### config.mk
export PLATFORM = sky130hd
export DESIGN_NAME = sor_div
export DESIGN_NICKNAME = d
export VERILOG_FILES = /design/src/rtl/sor_linear_solver_macros.svh /design/src/rtl/sor_pkg.sv /design/src/rtl/sor_div.sv
export SDC_FILE = /design/constraint.sdc
export NUM_CORES = 1
export LEC_CHECK = 0
export BUFFER_PORTS_ARGS = -buffer_cell sky130_fd_sc_hd__buf_2
export CAP_MARGIN = 40
export CORE_MARGIN = 2
export CORE_UTILIZATION = 55
export DETAILED_ROUTE_END_ITERATION = 16
export GPL_TIMING_DRIVEN = 0
export PLACE_DENSITY = 0.81
export SLEW_MARGIN = 10
export SYNTH_ARGS = -nofsm -noshare
export SYNTH_HDL_FRONTEND = slang
export SYNTH_SLANG_ARGS = --single-unit
export TNS_END_PERCENT = 50
### constraint.sdc
create_clock -name aclk -period 3.86 [get_ports aclk]
set_clock_uncertainty 0.2 [all_clocks]
set_input_delay 0.193 -clock aclk [delete_from_list [all_inputs] [get_ports aclk]]
set_output_delay 0.193 -clock aclk [all_outputs]
set_load 0.02 [all_outputs]
### src/rtl/sor_linear_solver_macros.svh
// Assertion macros for the SOR solver RTL.
// Included by modules that check their own behaviour; no other dependencies.
`ifndef SOR_LINEAR_SOLVER_MACROS_SVH
`define SOR_LINEAR_SOLVER_MACROS_SVH

`ifndef SYNTHESIS
`define SOR_ASSERT_ALWAYS(label, clk, rstn, expr) \
    label: assert property (@(posedge clk) disable iff (!rstn) (expr)) \
        else $error("SOR check failed");
`define SOR_ASSERT_NEXT(label, clk, rstn, ante, cons) \
    label: assert property (@(posedge clk) disable iff (!rstn) (ante) |=> (cons)) \
        else $error("SOR check failed");
`else
`define SOR_ASSERT_ALWAYS(label, clk, rstn, expr)
`define SOR_ASSERT_NEXT(label, clk, rstn, ante, cons)
`endif

`endif

### src/rtl/sor_pkg.sv
// Shared types and constants for the SOR linear solver.
// No dependencies.
package sor_pkg;

    localparam int MAX_VARS   = 16;
    localparam int COLS       = MAX_VARS + 1;
    localparam int MAT_DEPTH  = MAX_VARS * COLS;
    localparam int MAT_AW     = 9;
    localparam int SOL_AW     = 4;
    localparam int DATA_W     = 32;
    localparam int FRAC_BITS  = 16;
    localparam int ACC_W      = 53;
    localparam int RES_W      = 47;   // residual clamp: 63 - FRAC_BITS bits signed
    localparam int DIVD_W     = 63;
    localparam int CHG_W      = 40;

    localparam logic [DATA_W-1:0] ONE_VAL = DATA_W'(1) << FRAC_BITS;

    typedef enum logic [1:0] {
        REG_VARS  = 2'd0,
        REG_RELAX = 2'd1,
        REG_TOL   = 2'd2,
        REG_LIMIT = 2'd3
    } reg_idx_t;

    typedef enum logic [1:0] {
        ST_CONVERGED = 2'd0,
        ST_LIMIT     = 2'd1,
        ST_ZERO_DIAG = 2'd2
    } solve_status_t;

    typedef enum logic [4:0] {
        S_IDLE, S_INIT, S_CHK, S_DECIDE,
        S_ROW, S_ROWD, S_RD, S_MUL, S_ACC,
        S_DIAG, S_DIVLD, S_DIV, S_STEP, S_UPD, S_SWEND,
        S_ORD, S_OLD, S_OWAIT
    } sor_state_t;

    typedef struct packed {
        logic start;
        logic [DIVD_W-1:0] dividend;
        logic [DATA_W-1:0] divisor;
    } div_req_t;

    typedef struct packed {
        logic busy;
        logic done;
        logic [DIVD_W-1:0] quotient;
    } div_rsp_t;

    // row * COLS + col for COLS = 17
    function automatic logic [MAT_AW-1:0] mat_addr(input logic [3:0] row,
                                                   input logic [4:0] col);
        return {1'b0, row, 4'b0000} + {5'b0, row} + {4'b0, col};
    endfunction

endpackage

### src/rtl/sor_div.sv
// Unsigned restoring divider, one quotient bit per cycle.
// Depends on sor_pkg.
module sor_div (
    input  logic              aclk,
    input  logic              aresetn,
    input  sor_pkg::div_req_t req,
    output sor_pkg::div_rsp_t rsp
);
    import sor_pkg::*;

    logic [DATA_W-1:0] rem_reg, rem_next;
    logic [DIVD_W-1:0] quo_reg, quo_next;
    logic [DATA_W-1:0] dvs_reg;
    logic [5:0]        cnt_reg, cnt_next;
    logic              busy_reg, busy_next;
    logic              done_reg, done_next;
    logic [DATA_W:0]   trial;
    logic              fits;

    assign trial = {rem_reg, quo_reg[DIVD_W-1]};
    assign fits  = trial >= {1'b0, dvs_reg};

    always_comb begin
        rem_next  = rem_reg;
        quo_next  = quo_reg;
        cnt_next  = cnt_reg;
        busy_next = busy_reg;
        done_next = 1'b0;
        if (req.start) begin
            rem_next  = '0;
            quo_next  = req.dividend;
            cnt_next  = '0;
            busy_next = 1'b1;
        end else if (busy_reg) begin
            rem_next = fits ? DATA_W'(trial - {1'b0, dvs_reg}) : trial[DATA_W-1:0];
            quo_next = {quo_reg[DIVD_W-2:0], fits};
            cnt_next = cnt_reg + 6'd1;
            if (cnt_reg == 6'(DIVD_W - 1)) begin
                busy_next = 1'b0;
                done_next = 1'b1;
            end
        end
    end

    always_ff @(posedge aclk) begin
        if (!aresetn) begin
            busy_reg <= 1'b0;
            done_reg <= 1'b0;
            cnt_reg  <= '0;
        end else begin
            busy_reg <= busy_next;
            done_reg <= done_next;
            cnt_reg  <= cnt_next;
        end
        rem_reg <= rem_next;
        quo_reg <= quo_next;
        if (req.start) begin
            dvs_reg <= req.divisor;
        end
    end

    assign rsp.busy     = busy_reg;
    assign rsp.done     = done_reg;
    assign rsp.quotient = quo_reg;

endmodule

==> implementation parameters <==
Parameter                              Value

Outcome
  Status    complete, no violations

Timing
  Final hold violation count    0
  RSZ-0062 raised after global routing    no
  Final critical-path share of the clock period    ~88%
  Relative max-transition margin    between 40% and 50%
  Final hold slack    about 0.22 ns
  Number of pins exceeding their max-slew limit in the final report    0
  Setup TNS    0 ns
  Transition time at the pin with the least slew margin    ~0.86 ns
  Final setup fails    0
  Highest clock frequency the design can meet    295 MHz
  Clock period minus worst slack    ~3.4 ns

Placement
  Total instance count after detailed placement    between 1000 and 1500
  Detailed Place HPWL    14.5 mm
  Final weighted congestion in routability-driven placement    0.904
  Port Buffer Count    between 150 and 200

GRT
  Number of global-route vias before repair    just over 7000
  Initial antenna violation count    0
  Global-route wire length before repair    between 30 and 40 mm
  Total routing resource utilization after global routing    33.8%
  Total global routing overflow    0
  Pin count of the biggest net entering global routing    35

Floorplanning
  Die Span Y    about 120 µm
  Core area    ~14000 µm²
  Die Footprint    about 15000 µm²
  Chip Width    122 µm
  I/O pin count    about 160
  Initial Utilization    a little under three fifths
  Number of placement rows    43

Synthesis
  Biggest area contributors in the synthesized netlist    sky130_fd_sc_hd__edfxtp_1 (37%), sky130_fd_sc_hd__dfxtp_1 (10%), sky130_fd_sc_hd__mux2_2 (9.3%)
  Post-synthesis sequential element count    135
  Cell type contributing the most total cell area after synthesis    sky130_fd_sc_hd__edfxtp_1
  Gate count after technology mapping    just over 700
  Post-synth EDFFs    95
  Share of the synthesized area in the top cell type    37.4%
  Area of the mapped netlist    approximately 7600 µm²
  Share of synthesized flip-flops with an asynchronous set or reset    0%
  Most used standard cell by instance count after synthesis    sky130_fd_sc_hd__edfxtp_1
  Ys Warns    0
  Post-synthesis cell type count    between 60 and 70
  Mean Syn Cell Area    roughly 11 µm²
  Commonest cells in the synthesized netlist    sky130_fd_sc_hd__edfxtp_1 (95), sky130_fd_sc_hd__mux2_2 (63), sky130_fd_sc_hd__nor2_1 (53)
  Syn nets    around 860
  Sequential-to-total area share from yosys stat    a little under half
  Most used flip-flop cell after synthesis    sky130_fd_sc_hd__edfxtp_1

Clocking
  # H-tree levels    4
  Number of clock sinks    roughly 140
  Post-cts resize count    0
  CTS tree    yes
  Source-to-sink clock delay at the later pin of the worst-skew pair    between 0.4 and 0.5 ns
  Root Buffer    sky130_fd_sc_hd__clkbuf_16
  Clock transition at the registers of the reported paths    roughly 0.070 ns
  Post-CTS setup-driven buffer insertion count    0
  Maximum root-to-sink buffer count    2
  Number of CTS-inserted buffers    17

Routing
  Initial drt markers    roughly 840
  Per-cell routed wire length    between 20 and 25 µm
  DR vias/cell    5.99
  Drt drc    0
  Pre-Repair DR Iteration Count    5
  Post-detailed-routing wire length    between 20 and 25 mm
  Total via count in the routed design    7153
  Antenna-violating nets left    0

Run
  Max capacitance violation total    0

Pwr
  Net load switching power    approximately 1.4 mW
  Share of power burned in the clock network    36.9%
  Total chip power    around 4.5 mW
  Internal power contribution    3.08 mW
  Maximum vdd ir drop    0.412 mV
  Leak Pwr    around 4.3 nW
  Part of the total power dissipated in combinational logic    23.0%
  Portion of total power attributed to sequential cells    40.1%
  Switching power share of the total    30.8%
  Pwr per Cell Area    roughly 440 nW/µm²

Worst setup path
  Arr. time, crit path    3.47 ns
  Number of cells traversed by the worst register-to-register path    11
  Worst-path fanout max    5
  Worst EP required    between 3 and 4 ns
  Startpoint kind of the worst setup timing path    flip-flop
  Endpoint kind of the worst setup timing path    flip-flop
  Setup CP Type    reg2reg

Layout
  Fin nets    between 1000 and 1500
  Final cell count without fillers    between 1000 and 1500
  Largest register FFs    63
  Filler Cells Inserted    866
  Fraction of final layout cells with drive strength greater than 1    between 20% and 30%
  Diode count    0
  Layout overhead on the synthesized area    34.0%

Hold path
  Hold/Removal Path Class    in2reg
  Hold-critical path depth    1
[critical path, cell delays in order, from the launching register on]
cell and delay (ns):
sky130_fd_sc_hd__edfxtp_1 0.44, sky130_fd_sc_hd__inv_1 0.12, sky130_fd_sc_hd__ha_1 0.22, sky130_fd_sc_hd__fa_1 0.23, sky130_fd_sc_hd__nand2b_1 0.16, sky130_fd_sc_hd__a21oi_1 0.09, sky130_fd_sc_hd__or3_1 0.37, sky130_fd_sc_hd__o31ai_2 0.53
sky130_fd_sc_hd__o21bai_1 0.26, sky130_fd_sc_hd__o22ai_1 0.29, sky130_fd_sc_hd__xor2_1 0.17, sky130_fd_sc_hd__o221ai_1 0.14
[worst paths after layout]
path,startpoint,end,slack (ns)
min reg2reg,rem_reg[31]$_SDFFE_PP0P_,rem_reg[31]$_SDFFE_PP0P_,0.30
max reg2reg,quo_reg[62]$_DFFE_PP_,rem_reg[28]$_SDFFE_PP0P_,0.47
min,req[95],dvs_reg[6]$_DFFE_PP_,0.22
max,quo_reg[62]$_DFFE_PP_,rem_reg[28]$_SDFFE_PP0P_,0.47
[placed cells by master (no fill, tap or decap), types with 4 or more instances in the layout]
master                            n
sky130_fd_sc_hd__dlygate4sd3_1   96
sky130_fd_sc_hd__nand3_1         27
sky130_fd_sc_hd__buf_2          166
sky130_fd_sc_hd__o21a_1           8
sky130_fd_sc_hd__a21oi_1         40
sky130_fd_sc_hd__clkbuf_1        33
sky130_fd_sc_hd__o211ai_1         7
sky130_fd_sc_hd__clkbuf_16       17
sky130_fd_sc_hd__or3_1            6
sky130_fd_sc_hd__a211oi_1         6
sky130_fd_sc_hd__edfxtp_1        95
sky130_fd_sc_hd__ha_1            34
sky130_fd_sc_hd__o21ai_0         38
sky130_fd_sc_hd__a21boi_0         7
sky130_fd_sc_hd__a311oi_1        18
sky130_fd_sc_hd__dfxtp_1         40
sky130_fd_sc_hd__o22ai_1          5
sky130_fd_sc_hd__inv_1           45
sky130_fd_sc_hd__o31ai_1          4
sky130_fd_sc_hd__mux2_2          63
sky130_fd_sc_hd__or2_2            5
sky130_fd_sc_hd__o21bai_1         7
sky130_fd_sc_hd__nor3_1           8
sky130_fd_sc_hd__nand4_1         14
sky130_fd_sc_hd__xor2_1          12
sky130_fd_sc_hd__and3_1           4
sky130_fd_sc_hd__clkinv_2         4
sky130_fd_sc_hd__nor2_1          53
sky130_fd_sc_hd__a21o_1          10
sky130_fd_sc_hd__nand2_1         50
sky130_fd_sc_hd__xnor2_1         16
sky130_fd_sc_hd__nor4_1           4
[power by group through the flow]
stage / clock network (mW) / logic, mW / registers, mW
finish: 1.64 / 1.03 / 1.79
global route: 1.70 / 1.11 / 1.80
CTS: 1.62 / 0.979 / 1.77
detailed placement: 0 / 0.897 / 1.80
global placement: 0 / 0.879 / 1.80
floorplan: 0 / 0.539 / 1.87
[cell families after synthesis]
| kind of cell | synth area share [%] |
|---|---|
| compound gates | 16.4 |
| xor+xnor | 3.22 |
| fa+ha+maj | 5.84 |
| buf+inv | 5.48 |
| flops | 47.9 |
| mux | 9.56 |
| simple gates | 11.6 |
[metrics by stage]
stage	util [%]	instance area, µm²	setup WS (ns)
2_1_floorplan	-	7630	0.968
3_3_place_gp	63.1	8660	-0.325
3_5_place_dp	63.3	8680	0.597
4_1_cts	74.5	10200	0.577
5_1_grt	74.5	10200	0.238
6_report	74.5	10200	0.473
[layer usage]
metal / track usage [%] / vias to the layer above / wire (µm)
met5: 0 / - / 0
met4: 14.0 / 0 / 1000
met3: 9.41 / 91 / 2100
met2: 56.0 / 465 / 11900
met1: 41.6 / 3342 / 9640
li1: - / 3255 / -
[final cells by class]
class	instances	area, µm²	share of cell area, %
Clock buffer	18	429	4.20
Tap cell	180	225	2.20
Multi-Input combinational cell	496	3560	34.8
Timing Repair Buffer	259	1790	17.5
Clock inverter	14	150	1.47
Inverter	46	173	1.69
Sequential cell	135	3650	35.7
Buffer	47	245	2.40
[timing repair]
item / in CTS / in global routing
endpoints found under the hold margin: 101 / 0
endpoints found under the setup margin: 0 / 0
hold buffers: 96 / 0
No activity file was read; power rests on OpenSTA's default activity.
