**src/rtl/sor_linear_solver_macros.svh**
```systemverilog
// Assertion macros for the SOR solver RTL.
// Included by modules that check their own behaviour; no other dependencies.
`ifndef SOR_LINEAR_SOLVER_MACROS_SVH
`define SOR_LINEAR_SOLVER_MACROS_SVH

`ifndef SYNTHESIS
`define SOR_ASSERT_ALWAYS(label, clk, rstn, expr) \
    label: assert property (@(posedge clk) disable iff (!rstn) (expr)) \
        else $error("SOR check failed");
`define SOR_ASSERT_NEXT(label, clk, rstn, ante, cons) \
    label: assert property (@(posedge clk) disable iff (!rstn) (ante) |=> (cons)) \
        else $error("SOR check failed");
`else
`define SOR_ASSERT_ALWAYS(label, clk, rstn, expr)
`define SOR_ASSERT_NEXT(label, clk, rstn, ante, cons)
`endif

`endif

```
**src/rtl/sor_ram.sv**
```systemverilog
// Generic simple dual-port RAM, one write and one registered read port.
// No dependencies.
module sor_ram #(
    parameter int WIDTH = 32,
    parameter int DEPTH = 16
) (
    input  logic                     aclk,
    input  logic                     we,
    input  logic [$clog2(DEPTH)-1:0] waddr,
    input  logic [WIDTH-1:0]         wdata,
    input  logic [$clog2(DEPTH)-1:0] raddr,
    output logic [WIDTH-1:0]         rdata
);

    logic [WIDTH-1:0] mem [DEPTH];
    logic [WIDTH-1:0] rdata_reg;

    always_ff @(posedge aclk) begin
        if (we) begin
            mem[waddr] <= wdata;
        end
        rdata_reg <= mem[raddr];
    end

    assign rdata = rdata_reg;

endmodule

```
**config.mk**
```make
export PLATFORM = sky130hd
export DESIGN_NAME = sor_ram
export DESIGN_NICKNAME = d
export VERILOG_FILES = /design/src/rtl/sor_linear_solver_macros.svh /design/src/rtl/sor_ram.sv
export SDC_FILE = /design/constraint.sdc
export NUM_CORES = 1
export LEC_CHECK = 0
export BUFFER_PORTS_ARGS = -buffer_cell sky130_fd_sc_hd__buf_2
export CORE_MARGIN = 2
export CORE_UTILIZATION = 54
export DETAILED_ROUTE_END_ITERATION = 8
export GPL_TIMING_DRIVEN = 0
export PLACE_DENSITY = 0.78
export SLEW_MARGIN = 40
export SYNTH_ARGS = -nofsm -noshare
export SYNTH_HDL_FRONTEND = slang
export SYNTH_SLANG_ARGS = --single-unit
export TNS_END_PERCENT = 20
```
**constraint.sdc**
```tcl
create_clock -name aclk -period 4.2 [get_ports aclk]
set_input_delay 0.63 -clock aclk [delete_from_list [all_inputs] [get_ports aclk]]
set_output_delay 0.63 -clock aclk [all_outputs]
set_load 0.02 [all_outputs]
```
==> results of run 1 <==
==> final timing paths <==
kind / to / slack, ns / cells after the start / startpoint
setup / recovery: mem[0][26]$_DFFE_PP_ / 2.11 / 6 / waddr[2]
hold / removal: mem[11][10]$_DFFE_PP_ / 0.44 / 1 / wdata[10]
setup reg to reg: rdata[17]$_DFF_P_ / 2.71 / 3 / mem[8][17]$_DFFE_PP_
hold reg to reg: rdata[1]$_DFF_P_ / 0.67 / 3 / mem[12][1]$_DFFE_PP_
==> final cells by class <==
class	instances	area, um^2
Tap cell	468	586
Fill cell	2260	13100
Multi-Input combinational cell	251	3730
Antenna cell	2	5.00
Clock inverter	23	181
Buffer	43	226
Clock buffer	72	1470
Sequential cell	544	16000
Timing Repair Buffer	119	1100
==> logic make-up after synthesis <==
family,share of synthesized area
AO/OA/AOI/OAI,0.0242
AND/OR/NAND/NOR,0.0127
multiplexers,0.145
buffers and inverters,0.0112
flip-flops,0.807
==> report_power, final <==
group | switching, mW | leakage (nW) | internal (mW)
clock network | 1.90 | 0.813 | 2.61
logic | 0.377 | 1.91 | 0.239
registers | 0.0373 | 4.89 | 6.07
total | 2.31 | 7.62 | 8.92
==> critical path, cell delays in order <==
cell and delay [ns]:
sky130_fd_sc_hd__buf_2 0.13, sky130_fd_sc_hd__or3b_2 0.61, sky130_fd_sc_hd__nor3_2 0.30, sky130_fd_sc_hd__buf_2 0.28, sky130_fd_sc_hd__buf_4 0.20, sky130_fd_sc_hd__buf_4 0.20
==> layout by cell type (no fill, tap or decap), types with 2 or more instances in the layout <==
cell,synthesis,routed
sky130_fd_sc_hd__nand2_1,33,33
sky130_fd_sc_hd__dfxtp_1,32,32
sky130_fd_sc_hd__clkbuf_16,0,53
sky130_fd_sc_hd__nor2_4,0,12
sky130_fd_sc_hd__clkinv_2,0,10
sky130_fd_sc_hd__buf_2,4,83
sky130_fd_sc_hd__edfxtp_1,512,512
sky130_fd_sc_hd__nand2b_1,2,2
sky130_fd_sc_hd__clkbuf_1,17,28
sky130_fd_sc_hd__nand3b_1,2,2
sky130_fd_sc_hd__nor3_2,0,4
sky130_fd_sc_hd__a22oi_1,64,64
sky130_fd_sc_hd__diode_2,0,2
sky130_fd_sc_hd__nor2b_1,2,2
sky130_fd_sc_hd__buf_6,2,2
sky130_fd_sc_hd__clkbuf_8,0,7
sky130_fd_sc_hd__mux4_2,128,128
sky130_fd_sc_hd__buf_16,0,18
sky130_fd_sc_hd__bufinv_16,0,3
sky130_fd_sc_hd__buf_4,11,27
sky130_fd_sc_hd__clkinv_1,0,9
sky130_fd_sc_hd__buf_1,9,7
sky130_fd_sc_hd__clkbuf_2,0,3
sky130_fd_sc_hd__buf_8,0,6
==> per-layer routing <==
layer | global-route usage | vias to the layer above
li1 | - | 3920
met1 | 0.319 | 5092
met2 | 0.398 | 599
met3 | 0.0421 | 96
met4 | 0.0856 | 0
met5 | 0 | -
==> flow_summary.json, run 1 <==
{
  "rsz0062_at_grt": "no",
  "ys_dominant_reg_cell": "sky130_fd_sc_hd__edfxtp_1",
  "yosys-top-cells-count": "512 x sky130_fd_sc_hd__edfxtp_1, 128 x sky130_fd_sc_hd__mux4_2, 64 x sky130_fd_sc_hd__a22oi_1",
  "place_area_um2": 21700,
  "grt-ovfl-total": 0,
  "avgRoutedWirePerCell_um": 29.4,
  "power_per_cell_area_nw_per_um2": 482,
  "whs_ns": 0.442,
  "drcViolationCount": 0,
  "count_of_h_tree_levels_built_during_cts": 2,
  "final_max_slew_viols": 0,
  "design.portCount": 74,
  "detailroute.wirelength.met2_mm": 22.8,
  "ys_types": 18,
  "synthesis.yosys.warnings": 0,
  "post_cts_hold_buffer_count": 0,
  "buffer_ports.inserted": 71,
  "finClkSkew_ns": 0.0164,
  "outcome": "completed",
  "grt.total_usage": 0.238,
  "hold_viol": 0,
  "chipHeight_um": 196,
  "vias": 9707,
  "postLayoutSetupSlackWorst_ns": 2.11,
  "netlist_top_cells_area": "sky130_fd_sc_hd__edfxtp_1 77%, sky130_fd_sc_hd__mux4_2 15%, sky130_fd_sc_hd__dfxtp_1 3.2%",
  "worstSkewPairLatency_ns": 0.56,
  "start_kind": "input port",
  "final-setup-viol-count": 0,
  "clock-root-buffer": "sky130_fd_sc_hd__clkbuf_16",
  "grt_antenna_before_repair": 2,
  "synth_edf_count": 512,
  "detail_route_antenna_nets": 0,
  "ys_async_sr_fraction": 0,
  "totalPowerFinal_mw": 11.2,
  "maxClockFrequency_mhz": 478,
  "arrival_ns": 2.36,
  "yosys.cell_count.top_type": "sky130_fd_sc_hd__edfxtp_1",
  "finalCriticalPeriod_ns": 2.09,
  "firstDrtPassIters": 5,
  "final_hpwl_from_detailed_placement_mm": 26.6,
  "post-cts-setup-buffers": 0,
  "mappedNetlistNets": 880,
  "top_layer_used": "met4",
  "yosys_register_bits": 544,
  "placed_cells_incl_taps": 1425,
  "core_box_area_um2": 36400,
  "grt_max_degree": 17,
  "preCtsSetupSlack_ns": 1.59,
  "worstSetupEndpointType": "register",
  "cts-resized-gates": 0,
  "required_ns": 4.46,
  "syn-instance-count": 838,
  "tritoncts.num_buffers": 51,
  "clkTransAtPathRegs_ns": 0.07,
  "cts.sinks": 544,
  "final_cell_area_um2": 23300,
  "synth.yosys.seq_area_share": 0.807,
  "proportion_of_layout_cells_with_a_drive_suffix_above_1": 0.340,
  "crit_path_max_fanout": 6,
  "maxCapViolations": 0,
  "largest_register_ffs": 512,
  "top_cell_type_by_total_area_after_synthesis": "sky130_fd_sc_hd__edfxtp_1",
  "syn_area_um2": 19900,
  "finalSetupTns_ns": 0,
  "wirelength_met1_mm": 16.9,
  "grt_first_pass_wirelength_mm": 65.3,
  "irDropWorstVdd_mv": 0.318,
  "die_area_um2": 38300,
  "layout.nets": 1052,
  "syn_area_per_cell_um2": 23.7,
  "die_width_um": 196,
  "vias_in_the_first_global_route": 9890,
  "syn2layout_area_growth_pct": 17.4,
  "vias_per_cell": 6.38,
  "first_iter_violations": 1218,
  "fin_crit_sh": 0.498,
  "cts_tree": "done",
  "worst-slew-pin-transition_ns": 0.893,
  "initial_utilization": 0.545,
  "wl_met3_mm": 3.67,
  "detail_route.wirelength_mm": 44.8,
  "finalWeightedCongestion": 0.694,
  "instances_no_fill": 1522,
  "p_leak_nw": 7.62,
  "path_class": "in -> reg",
  "synth.top_cell.area_share": 0.774,
  "cts-root-to-sink-buffers": 3,
  "hold_class": "in -> reg",
  "timing.slew.headroom": 0.405,
  "num_rows": 70,
  "postLayoutCoreUtil": 0.640
}
Power figures use the tool's default switching activity.
==> inputs of run 2 (changes only) <==
==> constraint.sdc (replaced) <==
create_clock -name aclk -period 2 [get_ports aclk]
set_input_delay 0.3 -clock aclk [delete_from_list [all_inputs] [get_ports aclk]]
set_output_delay 0.3 -clock aclk [all_outputs]
set_load 0.02 [all_outputs]
==> run 2 against run 1 <==
Against the previous run:
- die area unchanged
- core utilization up 0.38 points
- hold slack worse by 0.33 ns
- sequential share of layout area down 0.40 points
- setup slack worse by 1.8 ns
- count of clock-buffer cells in the layout up 6
- first-iteration DRC count down 13%
- critical path type unchanged
==> flow_summary.json, run 2 (synthesis gave the netlist of run 1 again) <==
{
  "grt_first_pass_wirelength_mm": 65.5,
  "outcome": "completed",
  "cts.sinks": 544,
  "detail_route.wirelength_mm": 44.2,
  "count_of_h_tree_levels_built_during_cts": 2,
  "post-cts-setup-buffers": 0,
  "fin_crit_sh": 0.829,
  "cpMaxStageDelayCell": "sky130_fd_sc_hd__buf_1",
  "crit_path_max_fanout": 10,
  "avgRoutedWirePerCell_um": 29.2,
  "finClkSkew_ns": 0.00796,
  "placed_cells_incl_taps": 1417,
  "finalWeightedCongestion": 0.705,
  "layout.nets": 1045,
  "core_box_area_um2": 36400,
  "die_area_um2": 38300,
  "grt.total_usage": 0.239,
  "timing.slew.headroom": 0.394,
  "layout.cells.most_common": "sky130_fd_sc_hd__edfxtp_1",
  "grt-ovfl-total": 0,
  "cell_internal_pwr_mw": 19.2,
  "largest_register_ffs": 512,
  "final-setup-viol-count": 0,
  "maxCapViolations": 0,
  "cts_tree": "done",
  "worst-slew-pin-transition_ns": 0.909,
  "buffer_ports.inserted": 71,
  "final_max_slew_viols": 0,
  "irDropWorstVdd_mv": 0.822,
  "post_cts_hold_buffer_count": 0,
  "comb_power_share": 0.054,
  "p_leak_nw": 7.64,
  "finalCriticalPeriod_ns": 1.66,
  "hold_class": "in -> reg",
  "vias_in_the_first_global_route": 9984,
  "clockPowerShare": 0.412,
  "instances_no_fill": 1513,
  "drcViolationCount": 0,
  "worstSkewPairLatency_ns": 0.56,
  "vias": 9585,
  "die_width_um": 196,
  "first_iter_violations": 1063,
  "net-switching-power_mw": 4.79,
  "required_ns": 2.42,
  "setup.reg_to_reg.worst_slack_ns": 0.55,
  "syn2layout_area_growth_pct": 18.1,
  "top_library_cells_by_usage_in_the_layout_fill_and_taps_aside": "512 x sky130_fd_sc_hd__edfxtp_1, 128 x sky130_fd_sc_hd__mux4_2, 76 x sky130_fd_sc_hd__buf_2",
  "design.portCount": 74,
  "power_per_cell_area_nw_per_um2": 1020,
  "place_area_um2": 21700,
  "max_stage_delay_ns": 0.67,
  "grt_max_degree": 17,
  "final_hpwl_from_detailed_placement_mm": 27.6,
  "proportion_of_layout_cells_with_a_drive_suffix_above_1": 0.339,
  "grt_antenna_before_repair": 3,
  "cts-root-to-sink-buffers": 3,
  "start_kind": "input port",
  "initial_utilization": 0.545,
  "vias_per_cell": 6.34,
  "tritoncts.num_buffers": 52,
  "arrival_ns": 2.08,
  "num_rows": 70,
  "maxClockFrequency_mhz": 603,
  "crit_chain": "buf_2 > buf_1 > mux4_2 > a22oi_1 > nand2_1",
  "clock-root-buffer": "sky130_fd_sc_hd__clkbuf_16",
  "chipHeight_um": 196,
  "detail_route_antenna_nets": 0,
  "final_cell_area_um2": 23400,
  "postLayoutCoreUtil": 0.644,
  "firstDrtPassIters": 5,
  "path_class": "in -> reg",
  "cts-resized-gates": 0,
  "power.share.switching": 0.200,
  "worstSetupEndpointType": "register",
  "hold_viol": 0,
  "share_seq_of_total_power": 0.534,
  "rsz0062_at_grt": "no",
  "clkTransAtPathRegs_ns": 0.06
}
run 2: cell types whose count changed in the layout (fill, tap and decap cells not counted), sizes merged:
cell / change
buf: -6
bufinv: +2
clkbuf: +4
clkinv: -9
clkinvlp: +1
diode: -1
run 2: layer usage:
metal / routed length (um) / GRT usage / vias up
met2: 21700 / 0.384 / 545
li1: - / - / 3912
met4: 1280 / 0.0811 / 4
met3: 4430 / 0.0521 / 101
met1: 16700 / 0.333 / 5023
met5: 24 / 0 / -
run 2: final cells by class:
type / count / area [um^2]
Buffer: 43 / 226
Timing Repair Buffer: 111 / 1100
Tap cell: 468 / 586
Fill cell: 2292 / 13000
Multi-Input combinational cell: 251 / 3750
Clock inverter: 17 / 209
Clock buffer: 78 / 1550
Sequential cell: 544 / 16000
Antenna cell: 1 / 2.50
run 2: power groups by stage:
stage	Sequential [mW]	Combinational, mW	Clock (mW)
floorplan	13.1	0.616	0
global placement	13.0	1.17	0
detailed placement	13.0	1.29	0
CTS	12.8	1.31	10.0
global route	12.8	1.38	10.5
finish	12.8	1.30	9.90
run 2: stage by stage:
stage / power, mW / hold slack [ns] / worst slack [ns] / TNS, ns
after floorplan: 13.8 / 0.399 / -0.328 / -103.10
after global placement: 14.2 / 0.647 / -2.05 / -813.16
after detailed placement: 14.3 / 0.658 / -0.181 / -5.16
after CTS: 24.2 / 0.0788 / 0.330 / 0
after global routing: 24.7 / 0.108 / 0.258 / 0
final: 24.0 / 0.108 / 0.342 / 0
run 2: path summary, 6_finish.rpt:
kind,endpoint,cells after the start,start
worst min register to register,rdata[28]$_DFF_P_,3,mem[15][28]$_DFFE_PP_
worst max register to register,rdata[19]$_DFF_P_,3,mem[10][19]$_DFFE_PP_
worst min-delay path,mem[1][29]$_DFFE_PP_,1,wdata[29]
worst max-delay path,rdata[19]$_DFF_P_,5,raddr[1]
run 2: worst max-delay path: cells and delay by family:
kind,cells,cell delay [ns]
AO/OA/AOI/OAI,1,0.30
buffers and inverters,2,0.89
multiplexers,1,0.42
AND/OR/NAND/NOR,1,0.16
